$ cat config.mk
export PLATFORM = sky130hd
export DESIGN_NAME = byte_stream_tokenizer_unit
export DESIGN_NICKNAME = d
export VERILOG_FILES = /design/src/rtl/core/bst_pkg.sv /design/src/rtl/core/byte_stream_tokenizer_unit.sv /design/src/rtl/core/bst_scan.sv /design/src/rtl/core/bst_fifo.sv
export VERILOG_INCLUDE_DIRS = /design/src /design/src/rtl/core
export SDC_FILE = /design/constraint.sdc
export NUM_CORES = 1
export LEC_CHECK = 0
export ABC_CLOCK_PERIOD_IN_PS = 21100
export BUFFER_PORTS_ARGS = -buffer_cell sky130_fd_sc_hd__buf_2
export CAP_MARGIN = 5
export CORE_AREA = 2 2 146 148
export CTS_CLUSTER_SIZE = 20
export DETAILED_ROUTE_END_ITERATION = 6
export DIE_AREA = 0 0 148 150
export PLACE_DENSITY = 0.83
export SKIP_LAST_GASP = 1
export SLEW_MARGIN = 5
export SYNTH_ARGS = -nofsm -noshare
export SYNTH_HDL_FRONTEND = slang
export SYNTH_SLANG_ARGS = --single-unit
$ cat constraint.sdc
create_clock -name clk -period 21.1 [get_ports clk]
set_input_delay 4.22 -clock clk [delete_from_list [all_inputs] [get_ports clk]]
set_output_delay 4.22 -clock clk [all_outputs]
set_load 0.05 [all_outputs]
$ cat src/rtl/core/assert_macros.svh
// ----------------------------------------------------------------------------
// Assertion macros
// Shared concurrent assertion forms for the tokenizer RTL.
// ----------------------------------------------------------------------------
`ifndef ASSERT_MACROS_SVH
`define ASSERT_MACROS_SVH

// Check a condition at every clock edge outside reset.
`define BST_ASSERT(label, cond, msg) \
  label: assert property (@(posedge clk) disable iff (!rst_n) (cond)) else $error(msg);

// Check that an antecedent implies a consequent in the same cycle.
`define BST_ASSERT_IMP(label, ante, cons, msg) \
  label: assert property (@(posedge clk) disable iff (!rst_n) (ante) |-> (cons)) \
    else $error(msg);

`endif

$ cat src/rtl/core/bst_pkg.sv
// ----------------------------------------------------------------------------
// Tokenizer package
// Types, codes and sizing constants shared by the tokenizer modules.
// ----------------------------------------------------------------------------
package bst_pkg;

  localparam int POS_BITS   = 16;
  localparam int FIFO_DEPTH = 4;
  localparam int PTR_W      = $clog2(FIFO_DEPTH);
  localparam int CNT_W      = $clog2(FIFO_DEPTH + 1);

  localparam logic [POS_BITS-1:0] POS_MAX = {POS_BITS{1'b1}};

  typedef enum logic [2:0] {
    MODE_IDLE = 3'd0,
    MODE_INT  = 3'd1,
    MODE_NAME = 3'd2,
    MODE_STR  = 3'd3,
    MODE_HALT = 3'd4
  } mode_t;

  typedef enum logic [2:0] {
    ST_TOKEN    = 3'd0,
    ST_UNCLOSED = 3'd1,
    ST_BADCHAR  = 3'd2,
    ST_NOTOKENS = 3'd3,
    ST_TOOLONG  = 3'd4,
    ST_DONE     = 3'd5
  } status_t;

  typedef enum logic [2:0] {
    K_OPEN  = 3'd0,
    K_CLOSE = 3'd1,
    K_SEP   = 3'd2,
    K_STR   = 3'd3,
    K_INT   = 3'd4,
    K_NAME  = 3'd5
  } kind_t;

  typedef struct packed {
    status_t     status;
    kind_t       kind;
    logic [15:0] start;
    logic [15:0] length;
    logic        last;
  } res_t;

  // Results produced by one byte, oldest first.
  typedef struct packed {
    logic [1:0] cnt;
    res_t       r0;
    res_t       r1;
  } push_t;

  // Mask or extend an offset to the 16-bit result field.
  function automatic logic [15:0] to_field(logic [POS_BITS-1:0] v);
    logic [POS_BITS+15:0] w;
    w = {16'b0, v};
    return w[15:0];
  endfunction

endpackage

$ cat src/rtl/core/byte_stream_tokenizer_unit.sv
// ----------------------------------------------------------------------------
// Byte stream tokenizer
// Scans text one byte a cycle while in_stall is low, and reports tokens as offset and length.
// ----------------------------------------------------------------------------
//
//   channel | direction | handshake            | payload
//   --------+-----------+----------------------+-------------------------------
//   in      | input     | in_valid / in_stall  | text_byte
//   out     | output    | out_valid / out_stall| status, token_kind, start,
//           |           |                      | length, last_of_run
//
// Flow: a byte is taken in every cycle with in_valid high and in_stall low; its
//   results appear in the next cycle at the earliest, from a four-entry result queue.
// A byte yields up to two results, two when it both flushes a pending integer
//   or name and gives its own; the output side, at one result a cycle while
//   out_stall is low, then limits how fast bytes can be taken.
// Reset: synchronous, active low; clears scan state and empties the queue.
// Stalls: in_stall rises when fewer than two queue slots are free, so a byte
//   is only ever taken when all of its results have room.
//
module byte_stream_tokenizer_unit import bst_pkg::*; (
  input  logic        clk,
  input  logic        rst_n,
  input  logic        in_valid,
  output logic        in_stall,
  input  logic [7:0]  in_text_byte,
  output logic        out_valid,
  input  logic        out_stall,
  output logic [2:0]  out_status,
  output logic [2:0]  out_token_kind,
  output logic [15:0] out_token_start,
  output logic [15:0] out_token_length,
  output logic        out_last_of_run
);

  push_t push;
  res_t  head;
  logic  space_lo;
  logic  in_acc;

  // A transfer on the input side happens when in_valid is high and the queue has room for two.
  assign in_stall = space_lo;
  assign in_acc   = in_valid && !in_stall;

  // Advance scan state and build this byte's results.
  bst_scan u_scan (
    .clk       (clk),
    .rst_n     (rst_n),
    .acc       (in_acc),
    .text_byte (in_text_byte),
    .push      (push)
  );

  // Hold results until the downstream side takes each transfer.
  bst_fifo u_fifo (
    .clk       (clk),
    .rst_n     (rst_n),
    .push      (push),
    .space_lo  (space_lo),
    .out_valid (out_valid),
    .out_stall (out_stall),
    .out_res   (head)
  );

  assign out_status       = head.status;
  assign out_token_kind   = head.kind;
  assign out_token_start  = head.start;
  assign out_token_length = head.length;
  assign out_last_of_run  = head.last;

endmodule

$ cat src/rtl/core/bst_scan.sv
// ----------------------------------------------------------------------------
// Tokenizer scanner
// Scan state and the per-byte decision logic; yields up to two results.
// ----------------------------------------------------------------------------
`include "assert_macros.svh"

module bst_scan import bst_pkg::*; (
  input  logic       clk,
  input  logic       rst_n,
  input  logic       acc,
  input  logic [7:0] text_byte,
  output push_t      push
);

  localparam logic [7:0] CH_NUL    = 8'h00;
  localparam logic [7:0] CH_LPAREN = 8'h28;
  localparam logic [7:0] CH_LBRACK = 8'h5B;
  localparam logic [7:0] CH_LBRACE = 8'h7B;
  localparam logic [7:0] CH_RPAREN = 8'h29;
  localparam logic [7:0] CH_RBRACK = 8'h5D;
  localparam logic [7:0] CH_RBRACE = 8'h7D;
  localparam logic [7:0] CH_SEMI   = 8'h3B;
  localparam logic [7:0] CH_UNDER  = 8'h5F;
  localparam logic [7:0] CH_QUOTE  = 8'h22;

  mode_t                mode_r, mode_nxt;
  logic [POS_BITS-1:0]  start_r, start_nxt;
  logic [POS_BITS-1:0]  pos_r, pos_nxt;
  logic                 saw_r, saw_nxt;

  logic  flush_en, tail_en;
  res_t  flush_res, tail_res;
  logic  is_digit, is_letter, pending;
  kind_t pend_kind;

  function automatic res_t mk_token(kind_t k, logic [POS_BITS-1:0] s,
                                    logic [POS_BITS-1:0] len);
    res_t r;
    r.status = ST_TOKEN;
    r.kind   = k;
    r.start  = to_field(s);
    r.length = to_field(len);
    r.last   = 1'b0;
    return r;
  endfunction

  function automatic res_t mk_status(status_t st, logic [POS_BITS-1:0] s);
    res_t r;
    r.status = st;
    r.kind   = K_OPEN;
    r.start  = to_field(s);
    r.length = 16'd0;
    r.last   = 1'b0;
    return r;
  endfunction

  assign is_digit  = (text_byte >= 8'h30) && (text_byte <= 8'h39);
  assign is_letter = ((text_byte >= 8'h61) && (text_byte <= 8'h7A)) ||
                     ((text_byte >= 8'h41) && (text_byte <= 8'h5A));
  assign pending   = (mode_r == MODE_INT) || (mode_r == MODE_NAME);
  assign pend_kind = (mode_r == MODE_INT) ? K_INT : K_NAME;

  always_ff @(posedge clk) begin
    if (!rst_n) begin
      mode_r  <= MODE_IDLE;
      start_r <= '0;
      pos_r   <= '0;
      saw_r   <= 1'b0;
    end else begin
      mode_r  <= mode_nxt;
      start_r <= start_nxt;
      pos_r   <= pos_nxt;
      saw_r   <= saw_nxt;
    end
  end

  always_comb begin
    mode_nxt  = mode_r;
    start_nxt = start_r;
    pos_nxt   = pos_r;
    saw_nxt   = saw_r;
    flush_en  = 1'b0;
    tail_en   = 1'b0;
    flush_res = mk_token(pend_kind, start_r, pos_r - start_r);
    tail_res  = mk_status(ST_DONE, '0);
    if (acc) begin
      if (text_byte == CH_NUL) begin
        if (mode_r != MODE_HALT) begin
          flush_en = pending;
          tail_en  = 1'b1;
          if (mode_r == MODE_STR) begin
            tail_res = mk_status(ST_UNCLOSED, start_r);
          end else if (!saw_r && !pending) begin
            tail_res = mk_status(ST_NOTOKENS, '0);
          end
        end
        mode_nxt  = MODE_IDLE;
        start_nxt = '0;
        pos_nxt   = '0;
        saw_nxt   = 1'b0;
      end else if (mode_r == MODE_HALT) begin
        // drop bytes until the end byte
      end else if (pos_r == POS_MAX) begin
        tail_en  = 1'b1;
        tail_res = mk_status(ST_TOOLONG, pos_r);
        mode_nxt = MODE_HALT;
      end else begin
        pos_nxt = pos_r + 1'b1;
        if (mode_r == MODE_STR) begin
          if (text_byte == CH_QUOTE) begin
            tail_en  = 1'b1;
            tail_res = mk_token(K_STR, start_r, pos_r - start_r);
            saw_nxt  = 1'b1;
            mode_nxt = MODE_IDLE;
          end
        end else if (!((mode_r == MODE_INT) && is_digit) &&
                     !((mode_r == MODE_NAME) && (is_letter || text_byte == CH_UNDER))) begin
          flush_en = pending;
          if (pending) begin
            saw_nxt = 1'b1;
          end
          mode_nxt = MODE_IDLE;
          if (text_byte == CH_LPAREN || text_byte == CH_LBRACK ||
              text_byte == CH_LBRACE) begin
            tail_en  = 1'b1;
            tail_res = mk_token(K_OPEN, pos_r, POS_BITS'(1));
            saw_nxt  = 1'b1;
          end else if (text_byte == CH_RPAREN || text_byte == CH_RBRACK ||
                       text_byte == CH_RBRACE) begin
            tail_en  = 1'b1;
            tail_res = mk_token(K_CLOSE, pos_r, POS_BITS'(1));
            saw_nxt  = 1'b1;
          end else if (text_byte == CH_SEMI) begin
            tail_en  = 1'b1;
            tail_res = mk_token(K_SEP, pos_r, POS_BITS'(1));
            saw_nxt  = 1'b1;
          end else if (text_byte == CH_QUOTE) begin
            mode_nxt  = MODE_STR;
            start_nxt = pos_r + 1'b1;
          end else if (is_digit) begin
            mode_nxt  = MODE_INT;
            start_nxt = pos_r;
          end else if (is_letter) begin
            mode_nxt  = MODE_NAME;
            start_nxt = pos_r;
          end else begin
            tail_en  = 1'b1;
            tail_res = mk_status(ST_BADCHAR, pos_r);
            mode_nxt = MODE_HALT;
          end
        end
      end
    end
  end

  // Pack oldest first; mark the final result of the byte.
  always_comb begin
    push.cnt     = {1'b0, flush_en} + {1'b0, tail_en};
    push.r0      = flush_en ? flush_res : tail_res;
    push.r0.last = !(flush_en && tail_en);
    push.r1      = tail_res;
    push.r1.last = 1'b1;
  end

  `BST_ASSERT_IMP(a_halt_silent, acc && mode_r == MODE_HALT && text_byte != CH_NUL, push.cnt == 2'd0, "halted scanner produced a result")
  `BST_ASSERT_IMP(a_end_reports, acc && text_byte == CH_NUL && mode_r != MODE_HALT, push.cnt != 2'd0, "end byte gave no final status")

endmodule

$ cat src/rtl/core/bst_fifo.sv
// ----------------------------------------------------------------------------
// Tokenizer result queue
// Small register queue; takes up to two results a cycle, gives one while out_stall is low.
// ----------------------------------------------------------------------------
`include "assert_macros.svh"

module bst_fifo import bst_pkg::*; (
  input  logic  clk,
  input  logic  rst_n,
  input  push_t push,
  output logic  space_lo,
  output logic  out_valid,
  input  logic  out_stall,
  output res_t  out_res
);

  res_t             mem_r [FIFO_DEPTH];
  logic [PTR_W-1:0] wr_ptr_r, wr_ptr_nxt, wr_ptr_p1;
  logic [PTR_W-1:0] rd_ptr_r, rd_ptr_nxt;
  logic [CNT_W-1:0] count_r, count_nxt;
  logic             pop;

  assign out_valid = (count_r != '0);
  assign out_res   = mem_r[rd_ptr_r];
  assign pop       = out_valid && !out_stall;
  // Hold the producer off unless two slots are free.
  assign space_lo  = (count_r > CNT_W'(FIFO_DEPTH - 2));
  assign wr_ptr_p1 = wr_ptr_r + 1'b1;

  always_comb begin
    wr_ptr_nxt = wr_ptr_r + PTR_W'(push.cnt);
    rd_ptr_nxt = pop ? PTR_W'(rd_ptr_r + 1'b1) : rd_ptr_r;
    count_nxt  = count_r + CNT_W'(push.cnt) - CNT_W'(pop);
  end

  always_ff @(posedge clk) begin
    if (!rst_n) begin
      wr_ptr_r <= '0;
      rd_ptr_r <= '0;
      count_r  <= '0;
    end else begin
      wr_ptr_r <= wr_ptr_nxt;
      rd_ptr_r <= rd_ptr_nxt;
      count_r  <= count_nxt;
    end
  end

  always_ff @(posedge clk) begin
    if (push.cnt != 2'd0) begin
      mem_r[wr_ptr_r] <= push.r0;
    end
    if (push.cnt == 2'd2) begin
      mem_r[wr_ptr_p1] <= push.r1;
    end
  end

  `BST_ASSERT(a_count_bound, count_r <= CNT_W'(FIFO_DEPTH), "queue count above depth")
  `BST_ASSERT_IMP(a_no_overflow, push.cnt != 2'd0, ({1'b0, count_r} + (CNT_W+1)'(push.cnt)) <= (CNT_W+1)'(FIFO_DEPTH), "queue written past capacity")
  `BST_ASSERT(a_ptr_track, PTR_W'(wr_ptr_r - rd_ptr_r) == PTR_W'(count_r), "queue pointers disagree with count")

endmodule
==> run summary <==
Status - completed
Critical Path, Cell by Cell - buf_2, nor4_4, nand3_1, nor2_1, nor2_1, a31oi_1, ha_1, nand3_1, nand2_1, buf_4
Critical Path RT - 21270 ps
Post-DP Area - 11400 µm²
Htree depth - 1
Hold Fails Final Rpt - 0
CTS tree - yes
CTS root buf - clkbuf_16
VDD IR max - 0.0737 mV
P&R area growth vs syn - 9.52%
Antenna violations before repair - 0
Core area - 20700 µm²
Setup crit end kind - flip-flop
Async SR Flop Fraction - 0%
Slowest CP cell - nand2_1
Worst-Margin Slew - 1100 ps
Total of max-cap violations - 0
Vias - 8431
Post-Syn Area - 11100 µm²
Die area - 22200 µm²
Worst Hold Class - reg2reg
Crit-path leading delay family - simple AND/OR/NAND/NOR gates
Fill count - 1677
I/O Buffers - 52
Commonest non-fill, non-tap cell in the layout - edfxtp_1
PwrDens - 106 nW/µm²
DRT antenna net count - 0
Max-slew violation count - 0
Slew HR - 26.4%
Netlist cell types - 86
Drt pass-1 iters - 5
GRT overflow - 0
TritonCTS Buffers - 22
Crit start category - input pin
Skew-Pair Late Insertion Delay - 510 ps
Pleak - 4.13 nW
Min cycle time layout - 8210 ps
Vias in the first global route - 8039
Layout cell share with drive strength beyond 1 - 17.0%
N_diodes - 0
Area of the multi-input gates - 5150 µm²
Worst-path fanout max - 24
Post-CTS setup buffer count - 0
# setup viols final - 0
Sequential area share after synthesis - 49.5%
Worst Path Arrival - 8380 ps
Clock-pin slew on the worst setup and hold paths - 60 ps
First-pass GRT wire length - 43.1 mm
Max Buffers Root-to-Sink - 3
EDFF count, synth - 148
Crit path largest cell delay - 810 ps
Most frequent cells in the layout - edfxtp_1 (148), nor2_1 (124), nand2_1 (103), o21ai_0 (71), buf_2 (52)
GRT Util Overall - 24.7%
Chip Width - 148 µm
Per-cell routed wire length - 20.6 µm
Syn Nets - 1055
Synthesized flop and latch total - 201
Starting Density - 53.8%
Cts hold-fix bufs - 0
Clock Skews - 10.5 ps
Final instance area - 12200 µm²
Final setup TNS - 0 ps
DIE HEIGHT - 150 µm
Final HPWL DP - 18.0 mm
Cells after Synth - 1019
Largest net degree at the start of global routing - 46
Crit path buf inv count - 2
Synth warnings - 0
Post-CTS resize count - 0
NumNets Final - 1071
DRC errors left - 0
IO Count - 53
Avg Cell Area, Syn - 10.9 µm²
Detailed Route WL - 27.3 mm
Initial DRC count - 826
GPL Wtd Cong - 0.910
Routed vias/inst - 6.36
Fmax - 0.122 GHz
Final worst-path cycle share - 38.9%
Synth Flop Type - edfxtp_1
Critical path class - in2reg
CTS sink count - 201
Row cnt - 53
Register cell area after layout - 5510 µm²
RSZ-0062 raised after global routing - false
-- through the flow --
step	setup slack [ps]	instances	util [%]	power [mW]	hold WS (ps)
5_1_grt	12520	1326	58.9	1.33	492
3_5_place_dp	12430	1286	55.3	0.906	450
3_3_place_gp	12540	1286	55.3	0.898	447
6_report	12890	1326	58.9	1.29	463
2_1_floorplan	11520	1019	-	0.816	435
4_1_cts	12920	1326	58.9	1.29	465
-- flip-flops by register name, summed over array words and instances, names as in the netlist, named ones only --
name / flops
u_scan.saw_r: 1
u_scan.pos_r: 16
u_fifo.count_r: 3
u_fifo.mem_r: 156
u_scan.start_r: 16
u_fifo.rd_ptr_r: 2
u_fifo.wr_ptr_r: 2
u_scan.mode_r: 3
-- layout make-up --
type	count	area share (%)
Sequential cell	201	45.2
Multi-Input combinational cell	716	42.3
Clock buffer	34	5.57
Tap cell	275	2.82
Timing Repair Buffer	58	2.50
Inverter	36	1.11
Clock inverter	6	0.524
-- synth_stat cells, types with 8 or more instances --
cell	n	area [µm²]
edfxtp_1	148	4440
nor2_1	124	465
nand2_1	103	387
o21ai_0	72	360
dfxtp_1	53	1060
mux4_2	39	878
inv_1	36	135
nand3_1	34	170
a21oi_1	32	160
buf_2	25	125
ha_1	22	275
xnor2_1	22	193
nor3_1	18	90.1
o31ai_1	16	120
clkbuf_1	15	56.3
a21o_1	14	105
and2_1	14	87.6
nor2b_1	14	87.6
o221ai_1	14	123
a22oi_2	10	125
buf_4	10	75.1
xor2_1	10	87.6
buf_1	9	33.8
o21a_1	9	67.6
a22oi_1	8	60.1
-- final timing paths --
kind / depth (start not counted) / slack [ps] / start / endpoint
max reg2reg: 9 / 16210 / u_scan.pos_r[1] / u_fifo.mem_r[0][28]
min reg2reg: 1 / 460 / u_fifo.mem_r[2][35] / u_fifo.mem_r[2][35]
min: 1 / 460 / u_fifo.mem_r[2][35] / u_fifo.mem_r[2][35]
max: 10 / 12890 / in_text_byte[3] / u_fifo.mem_r[0][28]
-- layer usage --
metal / routed length [µm] / track usage [%] / vias to the layer above
met5: 0 / 0 / -
met4: 741 / 8.67 / 0
met3: 2290 / 3.69 / 77
met2: 13300 / 42.0 / 433
met1: 10900 / 32.5 / 4091
li1: - / - / 3830
-- where the power goes --
part           internal [mW]  switching [mW]
Combinational          0.127           0.282
Clock                  0.235           0.154
Sequential             0.463          0.0258
Total                  0.825           0.462
-- cell families after synthesis --
logic type / Yosys count / share of synthesized area, %
simple gates: 372 / 16.0
compound gates: 247 / 16.5
flops: 201 / 49.5
buf+inv: 102 / 4.53
mux: 41 / 8.12
xor+xnor: 32 / 2.52
fa+ha+maj: 24 / 2.83
(Power assumes the default switching activity.)
